[src/sv/sem_pkg.sv]
// Shared types, constants and register codes for the Sobel edge magnitude block.
package sem_pkg;

  localparam int MaxWidth   = 1024;
  localparam int MaxHeight  = 1024;
  localparam int CoeffBits  = 4;
  localparam int KernelTaps = 9;
  localparam int AddrW      = $clog2(MaxWidth);
  localparam int DimW       = 11;
  localparam int CfgW       = 36;
  localparam int SumW       = 16;
  localparam int AbsW       = 15;
  localparam int SqW        = 2 * AbsW;
  localparam int RadW       = SqW + 1;
  localparam int RootSteps  = RadW / 2 + 1;
  localparam int StepW      = $clog2(RootSteps);

  typedef enum logic [2:0] {
    REG_COEFF_X      = 3'd0,
    REG_COEFF_Y      = 3'd1,
    REG_THRESHOLD    = 3'd2,
    REG_LINE_WIDTH   = 3'd3,
    REG_FRAME_HEIGHT = 3'd4
  } reg_idx_t;

  typedef enum logic [2:0] {
    ST_IDLE,
    ST_READ,
    ST_MAC,
    ST_SQUARE,
    ST_ROOT_INIT,
    ST_ROOT,
    ST_OUT
  } state_t;

  typedef struct packed {
    logic accept;
    logic update;
    logic mac;
    logic square;
    logic root_init;
    logic root_step;
    logic load_out;
  } cmd_t;

  typedef struct packed {
    logic produce;
    logic root_done;
    logic out_free;
  } status_t;

endpackage

[src/sv/sem_ctrl.sv]
// Controller state machine sequencing one pixel through the datapath.
module sem_ctrl import sem_pkg::*; (
  input  logic    clk,
  input  logic    rst,
  input  logic    in_valid,
  output logic    in_ready,
  input  status_t status,
  output cmd_t    cmd
);

  state_t state, state_next;

  always_ff @(posedge clk) begin
    if (rst) begin
      state <= ST_IDLE;
    end else begin
      state <= state_next;
    end
  end

  // Next state
  always_comb begin
    state_next = state;
    case (state)
      ST_IDLE:      if (in_valid) state_next = ST_READ;
      ST_READ:      state_next = status.produce ? ST_MAC : ST_IDLE;
      ST_MAC:       state_next = ST_SQUARE;
      ST_SQUARE:    state_next = ST_ROOT_INIT;
      ST_ROOT_INIT: state_next = ST_ROOT;
      ST_ROOT:      if (status.root_done) state_next = ST_OUT;
      ST_OUT:       if (status.out_free) state_next = ST_IDLE;
      default:      state_next = ST_IDLE;
    endcase
  end

  // Outputs
  always_comb begin
    cmd      = '0;
    in_ready = 1'b0;
    case (state)
      ST_IDLE: begin
        in_ready   = 1'b1;
        cmd.accept = in_valid;
      end
      ST_READ:      cmd.update    = 1'b1;
      ST_MAC:       cmd.mac       = 1'b1;
      ST_SQUARE:    cmd.square    = 1'b1;
      ST_ROOT_INIT: cmd.root_init = 1'b1;
      ST_ROOT:      cmd.root_step = 1'b1;
      ST_OUT:       cmd.load_out  = status.out_free;
      default: ;
    endcase
  end

endmodule

[config.mk]
export PLATFORM = sky130hd
export DESIGN_NAME = sem_ctrl
export DESIGN_NICKNAME = d
export VERILOG_FILES = /design/src/sv/sem_pkg.sv /design/src/sv/sem_ctrl.sv
export SDC_FILE = /design/constraint.sdc
export NUM_CORES = 1
export LEC_CHECK = 0
export BUFFER_PORTS_ARGS = -buffer_cell sky130_fd_sc_hd__buf_2
export CORE_AREA = 5 5 42 44
export CTS_BUF_LIST = sky130_fd_sc_hd__clkbuf_16
export CTS_CLUSTER_SIZE = 16
export DETAILED_ROUTE_END_ITERATION = 7
export DIE_AREA = 0 0 47 49
export GPL_ROUTABILITY_DRIVEN = 0
export MAX_ROUTING_LAYER = met4
export SETUP_SLACK_MARGIN = 0.4
export SLEW_MARGIN = 20
export SYNTH_ARGS = -nofsm -noshare
export SYNTH_HDL_FRONTEND = slang
export SYNTH_SLANG_ARGS = --single-unit
[constraint.sdc]
create_clock -name clk -period 0.9 [get_ports clk]
set_input_delay 0.135 -clock clk [delete_from_list [all_inputs] [get_ports clk]]
set_output_delay 0.135 -clock clk [all_outputs]
set_load 0.005 [all_outputs]
==> results of run 1 <==
[Yosys cell counts, drive strengths merged]
cell type,n
or2,1
nand2,2
inv,1
a21oi,3
a221oi,1
nor3b,4
and3b,2
nor3,1
and2,1
o21bai,1
and3,1
nor2,2
buf,3
dfxtp,3
o21ai,2
[final timing paths]
check                   to  slack (ns)  cells past startpoint
setup / recovery    cmd[5]       -0.24                      3
hold / removal    state[1]        0.09                      2
setup reg to reg  state[1]       -0.18                      4
hold reg to reg   state[1]        0.56                      2
[per-stage QoR]
stage	hold slack, ns	power (W)	utilization	instance area, um2	TNS (ns)
3_3_place_gp	0.336	0.000261	0.248	348	-0.841
3_5_place_dp	0.338	0.000262	0.248	348	-1.10
2_1_floorplan	0.200	0.000221	-	259	0
5_1_grt	0.105	0.00102	0.359	503	-2.59
6_report	0.0947	0.000970	0.359	503	-2.09
4_1_cts	0.0927	0.000991	0.346	484	-2.11
[area by class of cell]
| cell class | count | share of cell area |
|---|---|---|
| repair buffers | 21 | 0.313 |
| clock buffers | 3 | 0.149 |
| well taps | 16 | 0.0398 |
| flip-flops and latches | 3 | 0.137 |
| inverters | 1 | 0.00746 |
| multi-input cells | 21 | 0.346 |
| clock inverters | 1 | 0.00746 |
[worst register-to-register path, delay by kind of cell, from the launching register on]
| family | cells | cell delay, ns |
|---|---|---|
| buffers and inverters | 2 | 0.23 |
| AO/OA/AOI/OAI | 1 | 0.22 |
| AND/OR/NAND/NOR | 1 | 0.17 |
| flip-flops | 1 | 0.37 |
[timing repair]
action,4_1_cts,5_1_grt
setup buffers,1,2
gates resized for setup,14,1
pin swaps,3,2
endpoints found under the setup margin,11,11
[layer usage]
layer	up-vias	part of all wire
met4	0	0.044
met3	4	0.079
li1	143	-
met1	125	0.44
met5	-	0
met2	12	0.43
[power groups by stage]
stage	Clock [W]	Sequential (W)	Combinational (W)
after floorplan	0	0.000148	0.0000723
after global placement	0	0.000155	0.000106
after detailed placement	0	0.000156	0.000106
after CTS	0.000717	0.000153	0.000121
after global routing	0.000729	0.000155	0.000135
final	0.000697	0.000154	0.000120
[cell families after synthesis]
kind of cell | count (synthesis)
flops | 3
compound gates | 7
simple gates | 14
buf+inv | 4
==> results.toml, run 1 <==
[pwr]
p_int_w = 0.000784
p_per_area_nw_per_um2 = 1930
power_frac_seq = 0.158
clockPowerShare = 0.718
peakVddDrop_uv = 1060
p_sw_w = 0.000186
p_sw_frac = 0.192
power_leakage_nw = 0.241
combPwrFrac = 0.124

[global_route]
busiest_layer = "met2"
grt_use_met2 = 0.0950
grt_use_met1 = 0.0943
overflow = 0
grt_pass1_vias = 291
grt_max_degree = 11
grtUsageMet3 = 0.0369
gr-usage-all-layers = 0.0815
grt_pass1_wl_um = 1240
antenna_found_initial = 0

[worst_setup_path]
required_ns = 0.76
end_kind = "primary output"
timing.rr.start = "state[2]"
path_max_fanout = 10
crit_path_top_delay_cell = "dfxtp_4"
path_delay_family = "flip-flops"
crit_chain = "buf_6 -> nor3b_2 -> buf_2"
crit_type = "flip-flop to primary output"
max_stage_delay_ns = 0.37
critical_path.startpoint_type = "flip-flop"
worstSetupStartpoint = "state[1]"
cp.arrival_ns = 1.01
crit_buf_inv = 2

[timing]
setup_viol_count_final = 10
fin_ws_ns = -0.243
fin_crit_sh = 1.27
rsz0062_at_grt = "yes"
skew_ns = 0.00206
relSlewSlack = 0.856
max_freq_mhz = 875
hold_viol = 0
tightestPinTransition_ns = 0.214
slew_violations = 0
timing.final.crit_period_ns = 1.14

[die]
die_area_um2 = 2300
core_um2 = 1400
chipHeight_um = 49
num_rows = 14
die_w_um = 47
start_util = 0.169
pin_count = 14

[min_path]
min_path_type = "input pin to flip-flop"
min_from = "rst"

[yosys]
synth_xor_area_frac = 0
synth_fa_ha_area_frac = 0
synthMuxAreaShare = 0
yosysTopAreaCellShare = 0.254
synth_cell_types = 16
ys.warnings.count = 0
synthSimpleGateAreaFrac = 0.386
synthCells = 28
yosys.area.top_type = "dfxtp_1"
synth_top_family_by_area = "simple AND/OR/NAND/NOR gates"
synthTopCellsByArea = "dfxtp_1, buf_6, nor3b_1"
syn_nets = 34
yosysSeqAreaShare = 0.254
syn_area_per_cell_um2 = 8.45
ys_ff_latch = 3
synth_area_um2 = 236
synth_compound_area_frac = 0.201

[clock_network]
cts_tree = "done"
ctsHtreeMaxLevel = 1
cts_buffers = 3
worstSkewPairLatency_ns = 0.22
cts_buffer_depth = 2
cts_hold_buf = 0
clk_pin_slew_ns = 0.03
clock-sinks = 3
cts.root.buffer_cell = "clkbuf_16"

[placement]
hpwl_um = 518
dp_cells = 59
pre_cts_slack_ns = -0.185
io_buffers = 13

[routing]
vias_per_cell = 4.30
firstDrtPassIters = 4
drc = 0
wl_per_cell_um = 11.0
routed_wl_um = 724
drt_iter0_drc = 5
detail-route-antenna-nets = 0
num_vias = 284

[cells_and_area]
multi_input_area_um2 = 174
fin_cells = 66
area_delta_synth_final_pct = 113
regArea_um2 = 68.8
final_common_cell = "buf_2"
antenna_cells = 0
regMostFlops = "state"
fillers = 160
drive_above_1_share = 0.720
largest_register_ffs = 3
final_cell_mix = "buf_2, buf_6, nor3b_2"
final_nets = 57
reg.largest.list = "state (3)"

[run]
maxCapViolCount = 0

[outcome]
violations = "negative setup slack"
outcome = "finished, violations left"
Note: power is estimated with default switching activity, not from simulation.
==> run 2, diff against run 1 <==
Settings changed: GPL_ROUTABILITY_DRIVEN 0 to not set, PLACE_DENSITY_LB_ADDON set to 0.15.
==> results.toml, run 2 (synthesized netlist as in run 1, its figures left out) <==
[global_route]
grt_max_degree = 11
grt_pass1_wl_um = 1350
gr-usage-all-layers = 0.0857
grt_pass1_vias = 317
overflow = 0
antenna_found_initial = 0

[worst_setup_path]
path_max_fanout = 6
cp.arrival_ns = 1.03
crit_type = "flip-flop to primary output"
end_kind = "primary output"
critical_path.startpoint_type = "flip-flop"
required_ns = 0.76

[routing]
num_vias = 274
vias_per_cell = 4.03
routed_wl_um = 756
drc = 0
detail-route-antenna-nets = 0
firstDrtPassIters = 2
drt_iter0_drc = 2
wl_per_cell_um = 11.1

[cells_and_area]
antenna_cells = 0
final_cell_mix = "buf_2, buf_6, nor3b_2, buf_4"
reg.largest.list = "state (3)"
regMostFlops = "state"
final_common_cell = "buf_2"
fillers = 169
fin_cells = 68
final_nets = 59
largest_register_ffs = 3
area_delta_synth_final_pct = 121
utilization = 0.373
drive_above_1_share = 0.731

[clock_network]
worstSkewPairLatency_ns = 0.22
cts_tree = "done"
cts.root.buffer_cell = "clkbuf_16"
cts_buffer_depth = 2
ctsHtreeMaxLevel = 1
clock-sinks = 3
cts_hold_buf = 0
cts_buffers = 3
clk_pin_slew_ns = 0.03

[placement]
dp_cells = 59
io_buffers = 13
gp_congestion = 0.703
hpwl_um = 501

[pwr]
power_w = 0.000976
power_leakage_nw = 0.251
p_per_area_nw_per_um2 = 1870
peakVddDrop_uv = 886

[die]
pin_count = 14
die_area_um2 = 2300
start_util = 0.169
num_rows = 14
core_um2 = 1400
chipHeight_um = 49
die_w_um = 47

[timing]
tightestPinTransition_ns = 0.222
timing.final.crit_period_ns = 1.16
fin_crit_sh = 1.29
hold_viol = 0
relSlewSlack = 0.850
slew_violations = 0
skew_ns = 0.000326
setup_viol_count_final = 11
fin_ws_ns = -0.265
rsz0062_at_grt = "yes"
max_freq_mhz = 858

[min_path]
min_path_type = "input pin to flip-flop"

[run]
maxCapViolCount = 0

[outcome]
outcome = "finished, violations left"
violations = "negative setup slack"
run 2: changes by cell type in the layout (fill, tap and decap cells not counted):
| cell | change |
|---|---|
| buf_2 | -1 |
| or2_1 | -1 |
| buf_4 | +3 |
| dfxtp_2 | -1 |
| dfxtp_4 | +1 |
| or2_0 | +1 |
run 2: worst max-delay path, stage by stage, from the launching register on:
cell and delay (ns):
dfxtp_4 0.35, buf_6 0.13, and3b_2 0.21, buf_6 0.12
run 2: worst paths after layout:
path | from | end | slack [ns] | cells after the start
max | state[0] | cmd[3] | -0.26 | 3
min | rst | state[1] | 0.10 | 2
max reg2reg | state[2] | state[1] | -0.18 | 4
min reg2reg | state[1] | state[1] | 0.55 | 2
run 2: routing by layer:
layer / vias up / wire (um) / track usage
li1: 145 / - / -
met2: 8 / 367 / 0.113
met4: 0 / 0 / 0.0691
met3: 0 / 28 / 0.0332
met1: 121 / 360 / 0.0983
met5: - / 0 / -
run 2: timing repair:
action	4_1_cts	5_1_grt
gates resized for setup	12	3
endpoints found under the setup margin	11	11
setup buffers	3	2
hold endpoints to repair	0	0
pin swaps	3	2
run 2: final cells by class:
type / count / area, um2 / share of cell area
Tap cell: 16 / 20.0 / 0.0383
Timing Repair Buffer: 23 / 175 / 0.335
Inverter: 1 / 3.75 / 0.00718
Clock buffer: 3 / 75.1 / 0.144
Sequential cell: 3 / 71.3 / 0.136
Multi-Input combinational cell: 21 / 174 / 0.333
Clock inverter: 1 / 3.75 / 0.00718
run 2: per-stage QoR:
step / instance area (um2) / setup WS (ns) / TNS, ns / hold WS [ns]
2_1_floorplan: 259 / 0.00404 / 0 / 0.200
3_3_place_gp: 348 / -0.157 / -0.975 / 0.336
3_5_place_dp: 348 / -0.172 / -1.19 / 0.339
4_1_cts: 494 / -0.270 / -2.27 / 0.0993
5_1_grt: 523 / -0.309 / -2.73 / 0.109
6_report: 523 / -0.265 / -2.19 / 0.102
run 2: power breakdown:
part	leakage, nW	switching [W]	internal, W	total (W)
combinational	0.182	0.0000497	0.0000811	0.000131
clock	0.0423	0.000119	0.000573	0.000692
sequential	0.0267	0.0000153	0.000138	0.000153
